<file path="src/rtl/hst_pkg.sv">
`default_nettype none

package hst_pkg;

  localparam int unsigned KEY_IN_W   = 64;
  localparam int unsigned LEN_W      = 4;
  localparam int unsigned KIND_W     = 3;
  localparam int unsigned TYPE_W     = 3;
  localparam int unsigned SLOT_OUT_W = 8;
  // stored info word: valid, kind, type from the lowest bit up
  localparam int unsigned INFO_W     = 1 + KIND_W + TYPE_W;

  localparam logic [31:0] HASH_BASIS = 32'd2166136261;
  localparam logic [31:0] HASH_PRIME = 32'd16777619;

  localparam logic REQ_INSERT = 1'b0;
  localparam logic REQ_LOOKUP = 1'b1;

  typedef enum logic [1:0] {
    STAT_INSERTED  = 2'd0,
    STAT_FOUND     = 2'd1,
    STAT_NOT_FOUND = 2'd2,
    STAT_FULL      = 2'd3
  } status_t;

  typedef enum logic [2:0] {
    ST_CLEAR,
    ST_IDLE,
    ST_HASH,
    ST_READ,
    ST_CHECK,
    ST_WRITE,
    ST_RESULT
  } state_t;

  typedef struct packed {
    logic    load_req;
    logic    hash_step;
    logic    probe_start;
    logic    probe_next;
    logic    rd_en;
    logic    wr_entry;
    logic    clr_wr;
    logic    out_load;
    status_t out_code;
  } cmd_t;

  typedef struct packed {
    logic clr_last;
    logic len_zero;
    logic full;
    logic lookup;
    logic slot_empty;
    logic slot_match;
  } stat_t;

endpackage

`default_nettype wire

</file>
<file path="src/rtl/hst_ctrl.sv">
`default_nettype none

module hst_ctrl (
  input  wire logic          clk,
  input  wire logic          rst,
  input  wire logic          in_valid,
  output logic               in_ready,
  output logic               out_valid,
  input  wire logic          out_ready,
  output hst_pkg::cmd_t      cmd,
  input  wire hst_pkg::stat_t stat
);

  hst_pkg::state_t  state, state_next;
  hst_pkg::status_t res_code, res_code_next;
  logic             out_free;

  assign out_free = !out_valid || out_ready;

  always_ff @(posedge clk) begin
    if (rst) begin
      state     <= hst_pkg::ST_CLEAR;
      res_code  <= hst_pkg::STAT_NOT_FOUND;
      out_valid <= 1'b0;
    end else begin
      state    <= state_next;
      res_code <= res_code_next;
      if (cmd.out_load) begin
        out_valid <= 1'b1;
      end else if (out_ready) begin
        out_valid <= 1'b0;
      end
    end
  end

  // next state
  always_comb begin
    state_next    = state;
    res_code_next = res_code;
    unique case (state)
      hst_pkg::ST_CLEAR: begin
        if (stat.clr_last) state_next = hst_pkg::ST_IDLE;
      end
      hst_pkg::ST_IDLE: begin
        if (in_valid) state_next = hst_pkg::ST_HASH;
      end
      hst_pkg::ST_HASH: begin
        // full check comes before any probing
        priority if (!stat.lookup && stat.full) begin
          state_next    = hst_pkg::ST_RESULT;
          res_code_next = hst_pkg::STAT_FULL;
        end else if (stat.len_zero) begin
          state_next = hst_pkg::ST_READ;
        end else begin
          state_next = hst_pkg::ST_HASH;
        end
      end
      hst_pkg::ST_READ: begin
        state_next = hst_pkg::ST_CHECK;
      end
      hst_pkg::ST_CHECK: begin
        // the load limit always leaves an empty slot, so the probe ends
        priority if (stat.slot_empty) begin
          if (stat.lookup) begin
            state_next    = hst_pkg::ST_RESULT;
            res_code_next = hst_pkg::STAT_NOT_FOUND;
          end else begin
            state_next = hst_pkg::ST_WRITE;
          end
        end else if (stat.slot_match) begin
          state_next    = hst_pkg::ST_RESULT;
          res_code_next = hst_pkg::STAT_FOUND;
        end else begin
          state_next = hst_pkg::ST_READ;
        end
      end
      hst_pkg::ST_WRITE: begin
        state_next    = hst_pkg::ST_RESULT;
        res_code_next = hst_pkg::STAT_INSERTED;
      end
      hst_pkg::ST_RESULT: begin
        if (out_free) state_next = hst_pkg::ST_IDLE;
      end
      default: state_next = hst_pkg::ST_IDLE;
    endcase
  end

  // outputs
  always_comb begin
    cmd          = '0;
    cmd.out_code = res_code;
    in_ready     = 1'b0;
    unique case (state)
      hst_pkg::ST_CLEAR: begin
        cmd.clr_wr = 1'b1;
      end
      hst_pkg::ST_IDLE: begin
        in_ready     = 1'b1;
        cmd.load_req = in_valid;
      end
      hst_pkg::ST_HASH: begin
        if (stat.lookup || !stat.full) begin
          cmd.hash_step   = !stat.len_zero;
          cmd.probe_start = stat.len_zero;
        end
      end
      hst_pkg::ST_READ: begin
        cmd.rd_en = 1'b1;
      end
      hst_pkg::ST_CHECK: begin
        cmd.probe_next = !stat.slot_empty && !stat.slot_match;
      end
      hst_pkg::ST_WRITE: begin
        cmd.wr_entry = 1'b1;
      end
      hst_pkg::ST_RESULT: begin
        cmd.out_load = out_free;
      end
      default: begin
        cmd = '0;
      end
    endcase
  end

`ifndef SYNTHESIS
  a_load_free: assert property (@(posedge clk) disable iff (rst)
    cmd.out_load |-> (!out_valid || out_ready))
    else $error("result loaded over a stalled transfer");

  a_accept_hash: assert property (@(posedge clk) disable iff (rst)
    (in_valid && in_ready) |=> (state == hst_pkg::ST_HASH))
    else $error("accepted request did not start hashing");

  a_write_empty: assert property (@(posedge clk) disable iff (rst)
    (state == hst_pkg::ST_WRITE) |-> ($past(stat.slot_empty) && !$past(stat.lookup)))
    else $error("insert written without an empty slot");
`endif

endmodule

`default_nettype wire

</file>
<file path="config.mk">
export PLATFORM = sky130hd
export DESIGN_NAME = hst_ctrl
export DESIGN_NICKNAME = d
export VERILOG_FILES = /design/src/rtl/hst_pkg.sv /design/src/rtl/hst_ctrl.sv
export SDC_FILE = /design/constraint.sdc
export NUM_CORES = 1
export LEC_CHECK = 0
export ABC_AREA = 1
export BUFFER_PORTS_ARGS = -buffer_cell sky130_fd_sc_hd__buf_4
export CAP_MARGIN = 5
export CORE_UTILIZATION = 34
export CTS_BUF_LIST = sky130_fd_sc_hd__clkbuf_2 sky130_fd_sc_hd__clkbuf_4 sky130_fd_sc_hd__clkbuf_8
export DETAILED_ROUTE_END_ITERATION = 6
export GPL_TIMING_DRIVEN = 0
export PLACE_DENSITY = 0.66
export SYNTH_ARGS = -nofsm -noshare
export SYNTH_HDL_FRONTEND = slang
export SYNTH_SLANG_ARGS = --single-unit
export TNS_END_PERCENT = 5
</file>
<file path="constraint.sdc">
create_clock -name clk -period 1.25 [get_ports clk]
set_input_delay 0.25 -clock clk [delete_from_list [all_inputs] [get_ports clk]]
set_output_delay 0.25 -clock clk [all_outputs]
set_load 0.02 [all_outputs]
</file>
### Yosys cells after proc, flatten, opt, wreduce, memory -nomap -nowiden

Index checks and enable logic that the tools add are counted.

* flip-flop bits (word level): 6
* logic and storage cells: 57

* equal/unequal tests: 12
* mux-type cells: 26
* reduce and logical (&&, ||, !) cells: 16

Operators with widths (number)
* $pmux W3 S7: 1
* $mux W3: 6
* $mux W2: 8
* $mux W1: 10
* $eq A3 B3 Y1 const B: 3
* $ne A2 B2 Y1 const B: 4
* $reduce_or A7 Y1: 1
* $eq A3 B2 Y1 const B: 2
* $logic_not A1 Y1: 6
* $ne A3 B3 Y1 const B: 2
* $pmux W2 S3: 1
* $reduce_and A4 Y1: 1
* $eq A3 B1 Y1 const B: 1
* $logic_not A3 Y1: 1
* $reduce_and A3 Y1: 1
* $reduce_bool A3 Y1: 1
* $logic_and A1 B1 Y1: 2
* $logic_or A1 B1 Y1: 2
* $reduce_bool A2 Y1: 1

### Longest topological paths before layout

Gate-level depths: netlist (run 1).

* depth after elaboration: 4
* depth in mapped cells: 9
* depth with buffers taken out: 8

### Worst setup path before layout (run 1)

Ideal clock, no wire load.

* path kind: reg2out
* from: reg state[0]
* to: out cmd[8] (netlist bit)
* data arrival time: 1.035 ns
* slack: -0.035 ns
* cell stages (with the launch flop): 5
* buffers on the path: 1
* cell sequence: dfxtp_1 buf_6 inv_4 nand3_4 nor3_1

RTL lines
* start, declared: line hst_ctrl.sv:14 `hst_pkg::state_t state, state_next;`
* start signal, assigned: line hst_ctrl.sv:22 `state <= hst_pkg::ST_CLEAR;`
* start signal, assigned: line hst_ctrl.sv:26 `state <= state_next;`
* end, declared: line hst_ctrl.sv:10 `output hst_pkg::cmd_t cmd,`

==> results of run 1 <==
stage by stage:
stage | hold slack [ns] | instances | TNS (ns) | area [µm²]
finish | 0.172 | 136 | -0.946 | 948
global route | 0.175 | 136 | -1.63 | 948
CTS | 0.173 | 138 | -1.22 | 955
detailed placement | 0.432 | 127 | -0.00486 | 787
global placement | 0.428 | 127 | -0.0182 | 787
floorplan | 0.322 | 90 | -0.0474 | 609
layout make-up:
| class | instances | area share |
|---|---|---|
| Multi-Input combinational cell | 59 | 0.430 |
| Timing Repair Buffer | 29 | 0.266 |
| Sequential cell | 6 | 0.136 |
| Inverter | 22 | 0.102 |
| Clock buffer | 3 | 0.0237 |
| Buffer | 1 | 0.0211 |
| Tap cell | 16 | 0.0211 |
flip-flops by register name (all words and copies together), names as in the netlist:
| register | count |
|---|---|
| state | 3 |
| res_code | 2 |
| out_valid | 1 |
cell families after synthesis:
group / after synthesis / share of synthesized area
AND/OR/NAND/NOR: 55 / 0.536
buffers and inverters: 25 / 0.203
flip-flops: 6 / 0.199
AO/OA/AOI/OAI: 4 / 0.0621
where the power goes:
group	internal (mW)	switching [mW]	leakage, nW
clock network	0.109	0.0720	0.0138
registers	0.224	0.0593	0.0507
logic	0.291	0.321	0.497
layer usage:
| metal | track usage | vias to the layer above |
|---|---|---|
| li1 | - | 337 |
| met1 | 0.179 | 289 |
| met2 | 0.324 | 12 |
| met3 | 0.0612 | 0 |
| met4 | 0.0182 | 0 |
| met5 | 0 | - |
worst paths after layout:
path / startpoint / endpoint / cells after the start
worst min register to register: res_code[1] / res_code[1] / 2
worst max-delay path: state[0] / cmd[7] / 6
worst min-delay path: rst / out_valid / 2
worst max register to register: state[0] / state[1] / 8
layout by cell type, fill, tap and decap left out:
cell type	count
inv_1	16
nor2_1	14
nor3_2	3
dfxtp_4	2
buf_6	6
o21bai_1	1
a21oi_2	1
inv_6	2
nand3_1	7
clkinv_2	1
nand2_1	11
nand3_4	1
dfxtp_2	1
o21ai_4	1
dfxtp_1	3
nand2_4	6
a21oi_1	1
inv_4	1
nand4_1	1
nand2_2	1
nor2_4	2
nor2_8	1
buf_4	22
nor2_2	4
nor3_4	1
clkbuf_4	3
nand3_2	3
inv_2	2
buf_12	2
repair_timing:
| item | 4_1_cts | 5_1_grt |
|---|---|---|
| gates cloned | 0 | 0 |
| hold buffers | 0 | 0 |
| buffers inserted | 8 | 0 |
| endpoints found under the setup margin | 11 | 15 |
| resized for setup | 22 | 7 |
| pin swaps | 1 | 1 |
worst max-delay path, delay by kind of cell, from the launching register on:
kind,cells,cell delay [ns]
buf+inv,4,0.26
flops,1,0.45
simple gates,2,0.16
==> summary.md, run 1 <==
| Metric | Value |
|---|---|
| Post-synthesis cell count | 90 |
| Cells along the critical path | inv_6 > nand3_4 > inv_4 > nand2_4 > inv_2 > buf_6 |
| FF/Latch Area | 129 µm² |
| Area contributors post-synth | dfxtp_1, inv_1, nor2_1 |
| Largest net degree at the start of global routing | 9 |
| Period utilization | 1.09 |
| Req. time, crit path | 1.00 ns |
| Vias in the first global route | 622 |
| Post-synth top area cell | dfxtp_1 |
| Max incr delay on CP | 0.45 ns |
| Worst skew pair latency | 0.25 ns |
| Tot Pwr | 1.08 mW |
| Failing checks | negative setup slack |
| Area of the multi-input gates | 408 µm² |
| CTS tree | yes |
| Min-delay worst type | input pin to flip-flop |
| Sequential element share of the synthesized area | 0.199 |
| Tmin final | 1.37 ns |
| Nets | 132 |
| Die Ht | 44.2 µm |
| Met2 WL | 845 µm |
| Post-route met1 wirelength | 574 µm |
| Least-Margin Pin Slew | 0.354 ns |
| Crit Path Max Fanout | 8 |
| Final setup slack of the worst path | -0.115 ns |
| Arr. time, crit path | 1.12 ns |
| Synth top area share | 0.199 |
| Drt initial violations | 5 |
| Slew Limit Fails | 0 |
| FFs w/ async S/R, synth | 0 |
| Fmax | 732 MHz |
| Leak | 0.562 nW |
| H-tree depth | 1 |
| Crit path kind | flip-flop to primary output |
| Antenna Nets Post-Route | 0 |
| Synthesized flop and latch total | 6 |
| Status | finished, violations left |
| Core ar. | 1580 µm² |
| Worst vdd ir | 713 µV |
| Number of port buffers | 21 |
| Reg2reg setup slack | -0.02 ns |
| Highest Signal Layer | met3 |
| Synth Cell Area | 604 µm² |
| Die width | 44.2 µm |
| Initial antenna violation count | 0 |
| Number of synthesized flops with an enable pin | 0 |
| Hold Vio Cnt, Final | 0 |
| Clock Path Buffers | 2 |
| Clock-pin slew on the worst setup and hold paths | 0.05 ns |
| Synth unique cells | 23 |
| Top post-synthesis cells by count | inv_1, nor2_1, nand2_1 |
| Post-synth top flop | dfxtp_1 |
| Yosys Warn Count | 0 |
| Max-slew headroom | 0.763 |
| Max Cap Viol | 0 |
| Final Util | 0.602 |
| Synth Net Count | 100 |
| Avg Cell Area, Syn | 6.71 µm² |
| Die area | 1950 µm² |
| Std cell rows | 14 |
| RSZ-0062 raised after global routing | yes |
| Setup-failing EPs final | 12 |
| Pwr/cell area | 1130 nW/µm² |
| First-pass GRT wire length | 2430 µm |
| Per-cell routed wire length | 10.9 µm |
| Layout area overhead | 56.9% |
| Share of cells above drive strength 1 | 0.550 |
| DRC | 0 |
| Post-DP HPWL | 1040 µm |
| Total Routing Usage GR | 0.168 |
| Clock skew | 0.00553 ns |
| Pre-CTS WS | -0.00486 ns |
| Slowest cell on crit path | dfxtp_4 |
| Root buffer cell | clkbuf_4 |
| Routability Congestion | 0.755 |
| Drt pass-1 iters | 4 |
| Ports | 22 |
| Routed WL | 1480 µm |
| Fill count | 152 |
| Num CTS Buffers | 3 |
| Sink Count | 6 |
| Diodes inserted | 0 |
| CP Capture Type | primary output |
| Met3 WL | 61 µm |
| DR vias | 638 |
| Most frequent cell after synthesis | inv_1 |
| Initial Util | 0.383 |
| Startpoint Class | flip-flop |
| Vias per std cell | 4.69 |
| Gr ovfl total | 0 |
Power figures use the tool's default switching activity.
==> inputs of run 2 (changes only) <==
- CELL_PAD_IN_SITES_DETAIL_PLACEMENT: unset -> 0
- CELL_PAD_IN_SITES_GLOBAL_PLACEMENT: unset -> 1
- PLACE_DENSITY: 0.66 -> 0.88
- SKIP_CTS_REPAIR_TIMING: unset -> 1
==> summary.md, run 2 (synthesis results as in run 1) <==
| Metric | Value |
|---|---|
| Status | finished, violations left |
| Failing checks | negative setup slack |
| Per-cell routed wire length | 9.98 µm |
| Leak | 0.543 nW |
| Max FFs per register | 3 |
| Min-delay worst type | input pin to flip-flop |
| Drt initial violations | 13 |
| Slew Limit Fails | 0 |
| Nets | 132 |
| Startpoint Class | flip-flop |
| Final setup slack of the worst path | -0.165 ns |
| Routed WL | 1360 µm |
| First-pass GRT wire length | 2130 µm |
| H-tree depth | 1 |
| Crit Path Max Fanout | 7 |
| Clock-pin slew on the worst setup and hold paths | 0.04 ns |
| Clock skew | 0.00134 ns |
| Most common cell after layout, fill and taps aside | buf_4 |
| Post-route met1 wirelength | 636 µm |
| Most frequent cells in the layout | buf_4, inv_1, nor2_1 |
| Worst vdd ir | 693 µV |
| Num CTS Buffers | 3 |
| Largest net degree at the start of global routing | 10 |
| Core ar. | 1580 µm² |
| Arr. time, crit path | 1.16 ns |
| Drt pass-1 iters | 5 |
| DR vias | 629 |
| CTS tree | yes |
| Total Routing Usage GR | 0.146 |
| DRC | 0 |
| Tmin final | 1.41 ns |
| Largest register by flop count | state |
| RSZ-0062 raised after global routing | yes |
| Met3 WL | 57 µm |
| Vias in the first global route | 518 |
| Initial Util | 0.383 |
| Max-slew headroom | 0.758 |
| Tot Pwr | 1.03 mW |
| Least-Margin Pin Slew | 0.362 ns |
| Post-DP HPWL | 1050 µm |
| Share of cells above drive strength 1 | 0.508 |
| Die width | 44.2 µm |
| Root buffer cell | clkbuf_4 |
| Pre-CTS WS | -0.0317 ns |
| Fmax | 707 MHz |
| Biggest regs | state: 3 flops, res_code: 2 flops, out_valid: 1 flops |
| Die area | 1950 µm² |
| Cells along the critical path | buf_6 > buf_12 > nor2_8 > nand2_4 > nor2_4 > buf_6 |
| Family with the most delay on the worst path | buffers and inverters |
| Layout area overhead | 52.2% |
| Cell Area, Placed | 787 µm² |
| Crit path kind | flip-flop to primary output |
| Sink Count | 6 |
| Die Ht | 44.2 µm |
| Antenna Nets Post-Route | 0 |
| Setup-failing EPs final | 14 |
| Buf/Inv on CP | 3 |
| Ports | 22 |
| CP Capture Type | primary output |
| Hold Vio Cnt, Final | 0 |
| Met2 WL | 663 µm |
| Gr ovfl total | 0 |
| Hold_ws | 0.176 ns |
| Period utilization | 1.13 |
| Non-Filler Instances | 136 |
| Initial antenna violation count | 0 |
| Clock Path Buffers | 2 |
| Vias per std cell | 4.63 |
| Max Cap Viol | 0 |
| Req. time, crit path | 1.00 ns |
| Number of port buffers | 21 |
| Highest Signal Layer | met3 |
| Diodes inserted | 0 |
| Slowest cell on crit path | dfxtp_1 |
| Reg2reg setup slack | -0.05 ns |
| Max incr delay on CP | 0.30 ns |
| Pwr/cell area | 1120 nW/µm² |
| CP dominant cell by count | buf_6 |
| Dpl cells | 127 |
| Worst skew pair latency | 0.24 ns |
| Std cell rows | 14 |
| Final instance area | 920 µm² |
| Routability Congestion | 0.740 |
-- run 2: changes by cell type in the layout (fill, tap and decap cells not counted), sizes merged --
cell and delta:
inv +1, clkinv -1
-- run 2: final timing paths --
path,end,cells past startpoint,start
setup reg to reg,res_code[1],9,state[0]
setup / recovery,cmd[6],6,state[0]
hold reg to reg,res_code[1],2,res_code[1]
hold / removal,state[1],2,rst
-- run 2: cell type report --
type                    instances  area, µm²
inverters                      22       97.6
repair buffers                 27        226
flip-flops and latches          6        121
well taps                      16       20.0
multi-input cells              59        389
clock buffers                   3       22.5
fillers                       151        657
plain buffers                   3       42.5
-- run 2: power by group --
group	total [mW]	internal [mW]	switching, mW	leakage [nW]
sequential	0.232	0.219	0.0133	0.0494
clock	0.169	0.108	0.0612	0.0138
combinational	0.626	0.280	0.346	0.480
total	1.03	0.608	0.420	0.543
-- run 2: through the flow --
stage | setup TNS, ns | utilization
final | -1.19 | 0.583
after global routing | -2.33 | 0.583
after CTS | -1.34 | 0.513
after detailed placement | -0.0317 | 0.499
after global placement | -0.0176 | 0.499
after floorplan | -0.0474 | -
-- run 2: layer usage --
| metal | track usage | vias up |
|---|---|---|
| met3 | 0.0490 | 0 |
| met4 | 0.0182 | 0 |
| met1 | 0.203 | 281 |
| met5 | 0 | - |
| li1 | - | 336 |
| met2 | 0.226 | 12 |
==> inputs of run 3 (changes only) <==
- CORE_UTILIZATION: 34 -> 31
- PLACE_DENSITY: 0.88 -> 0.85
- clock period: 1.25 -> 1.1 ns (I/O delays scaled with it)
==> summary.md, run 3 (synthesis results as in run 1) <==
| Metric | Value |
|---|---|
| Req. time, crit path | 0.88 ns |
| Std cell rows | 15 |
| Final setup slack of the worst path | -0.279 ns |
| Sink Count | 6 |
| Period utilization | 1.25 |
| First-pass GRT wire length | 1980 µm |
| Drt pass-1 iters | 2 |
| Highest Signal Layer | met3 |
| Clock Path Buffers | 2 |
| Hold Vio Cnt, Final | 0 |
| Arr. time, crit path | 1.16 ns |
| Gr ovfl total | 0 |
| Setup-failing EPs final | 16 |
| Worst vdd ir | 616 µV |
| Fmax | 725 MHz |
| Hold_ws | 0.141 ns |
| Crit Path Max Fanout | 7 |
| Drt initial violations | 4 |
| Worst R2R Path Depth | 9 |
| Core ar. | 1780 µm² |
| CTS tree | yes |
| Slew Limit Fails | 0 |
| Ports | 22 |
| Least-Margin Pin Slew | 0.340 ns |
| Tmin final | 1.38 ns |
| Share of cells above drive strength 1 | 0.553 |
| Most frequent cells in the layout | buf_4, inv_1, nor2_1 |
| DRC | 0 |
| Leak | 0.558 nW |
| Worst hold stages | 2 |
| Max-slew headroom | 0.773 |
| Final Util | 0.538 |
| Max Cap Viol | 0 |
| Vias per std cell | 4.36 |
| Min-delay worst type | input pin to flip-flop |
| Total Routing Usage GR | 0.129 |
| Met2 WL | 703 µm |
| Antenna Nets Post-Route | 0 |
| RSZ-0062 raised after global routing | yes |
| Routed WL | 1370 µm |
| Nets | 135 |
| Max FFs per register | 3 |
| Per-cell routed wire length | 9.23 µm |
| Vias in the first global route | 492 |
| Crit path kind | flip-flop to primary output |
| Number of port buffers | 21 |
| Post-DP HPWL | 1010 µm |
| Fill count | 162 |
| Routability Congestion | 0.707 |
| Pwr/cell area | 1230 nW/µm² |
| Largest net degree at the start of global routing | 10 |
| Die area | 2130 µm² |
| Tot Pwr | 1.18 mW |
| Clock skew | 0.00308 ns |
| Largest register by flop count | state |
| Initial Util | 0.339 |
| H-tree depth | 1 |
| Failing checks | negative setup slack |
| Biggest regs | state: 3 flops, res_code: 2 flops, out_valid: 1 flops |
| Met3 WL | 42 µm |
| Most common cell after layout, fill and taps aside | buf_4 |
| Pre-CTS WS | -0.113 ns |
| Layout area overhead | 58.8% |
| Startpoint Class | flip-flop |
| Fin Setup TNS | -3.31 ns |
| Root buffer cell | clkbuf_4 |
| Num CTS Buffers | 3 |
| CP Capture Type | primary output |
| Initial antenna violation count | 0 |
| Die width | 46.2 µm |
| Die Ht | 46.2 µm |
| Status | finished, violations left |
| Worst skew pair latency | 0.24 ns |
| DR vias | 645 |
| Post-route met1 wirelength | 620 µm |
| Diodes inserted | 0 |
| Clock-pin slew on the worst setup and hold paths | 0.04 ns |
## run 3: changes by cell type in the layout (fill, tap and decap cells not counted), sizes merged
cell	previous run	this run
buf	30	33
## run 3: through the flow
stage	area [µm²]	std cells
2_1_floorplan	609	90
3_3_place_gp	798	136
3_5_place_dp	798	136
4_1_cts	821	139
5_1_grt	960	148
6_report	960	148
## run 3: layout make-up
class	count	area [µm²]	area share
repair buffers	30	253	0.263
inverters	22	95.1	0.0991
well taps	25	31.3	0.0326
plain buffers	3	33.8	0.0352
multi-input cells	59	402	0.419
clock buffers	3	22.5	0.0235
flip-flops and latches	6	123	0.128
## run 3: where the power goes
| group | leakage [nW] | total (mW) | internal (mW) | switching, mW |
|---|---|---|---|---|
| sequential | 0.0498 | 0.263 | 0.249 | 0.0135 |
| clock | 0.0138 | 0.197 | 0.123 | 0.0744 |
| combinational | 0.494 | 0.719 | 0.326 | 0.393 |
## run 3: path summary, 6_finish.rpt
path | endpoint | slack (ns) | startpoint
max | cmd[6] | -0.28 | state[0]
min | state[1] | 0.14 | rst
max reg2reg | res_code[0] | -0.19 | state[0]
min reg2reg | res_code[1] | 0.45 | res_code[1]
## run 3: critical path, stage by stage (launching register included)
cell	delay [ns]
dfxtp_1	0.30
buf_6	0.13
buf_12	0.13
nor2_8	0.09
nand2_4	0.07
nor2_4	0.08
buf_6	0.12
## run 3: layer usage
layer | vias up | track usage
met5 | - | 0
met4 | 0 | 0.0353
met3 | 0 | 0.0471
met2 | 14 | 0.208
met1 | 293 | 0.161
li1 | 338 | -
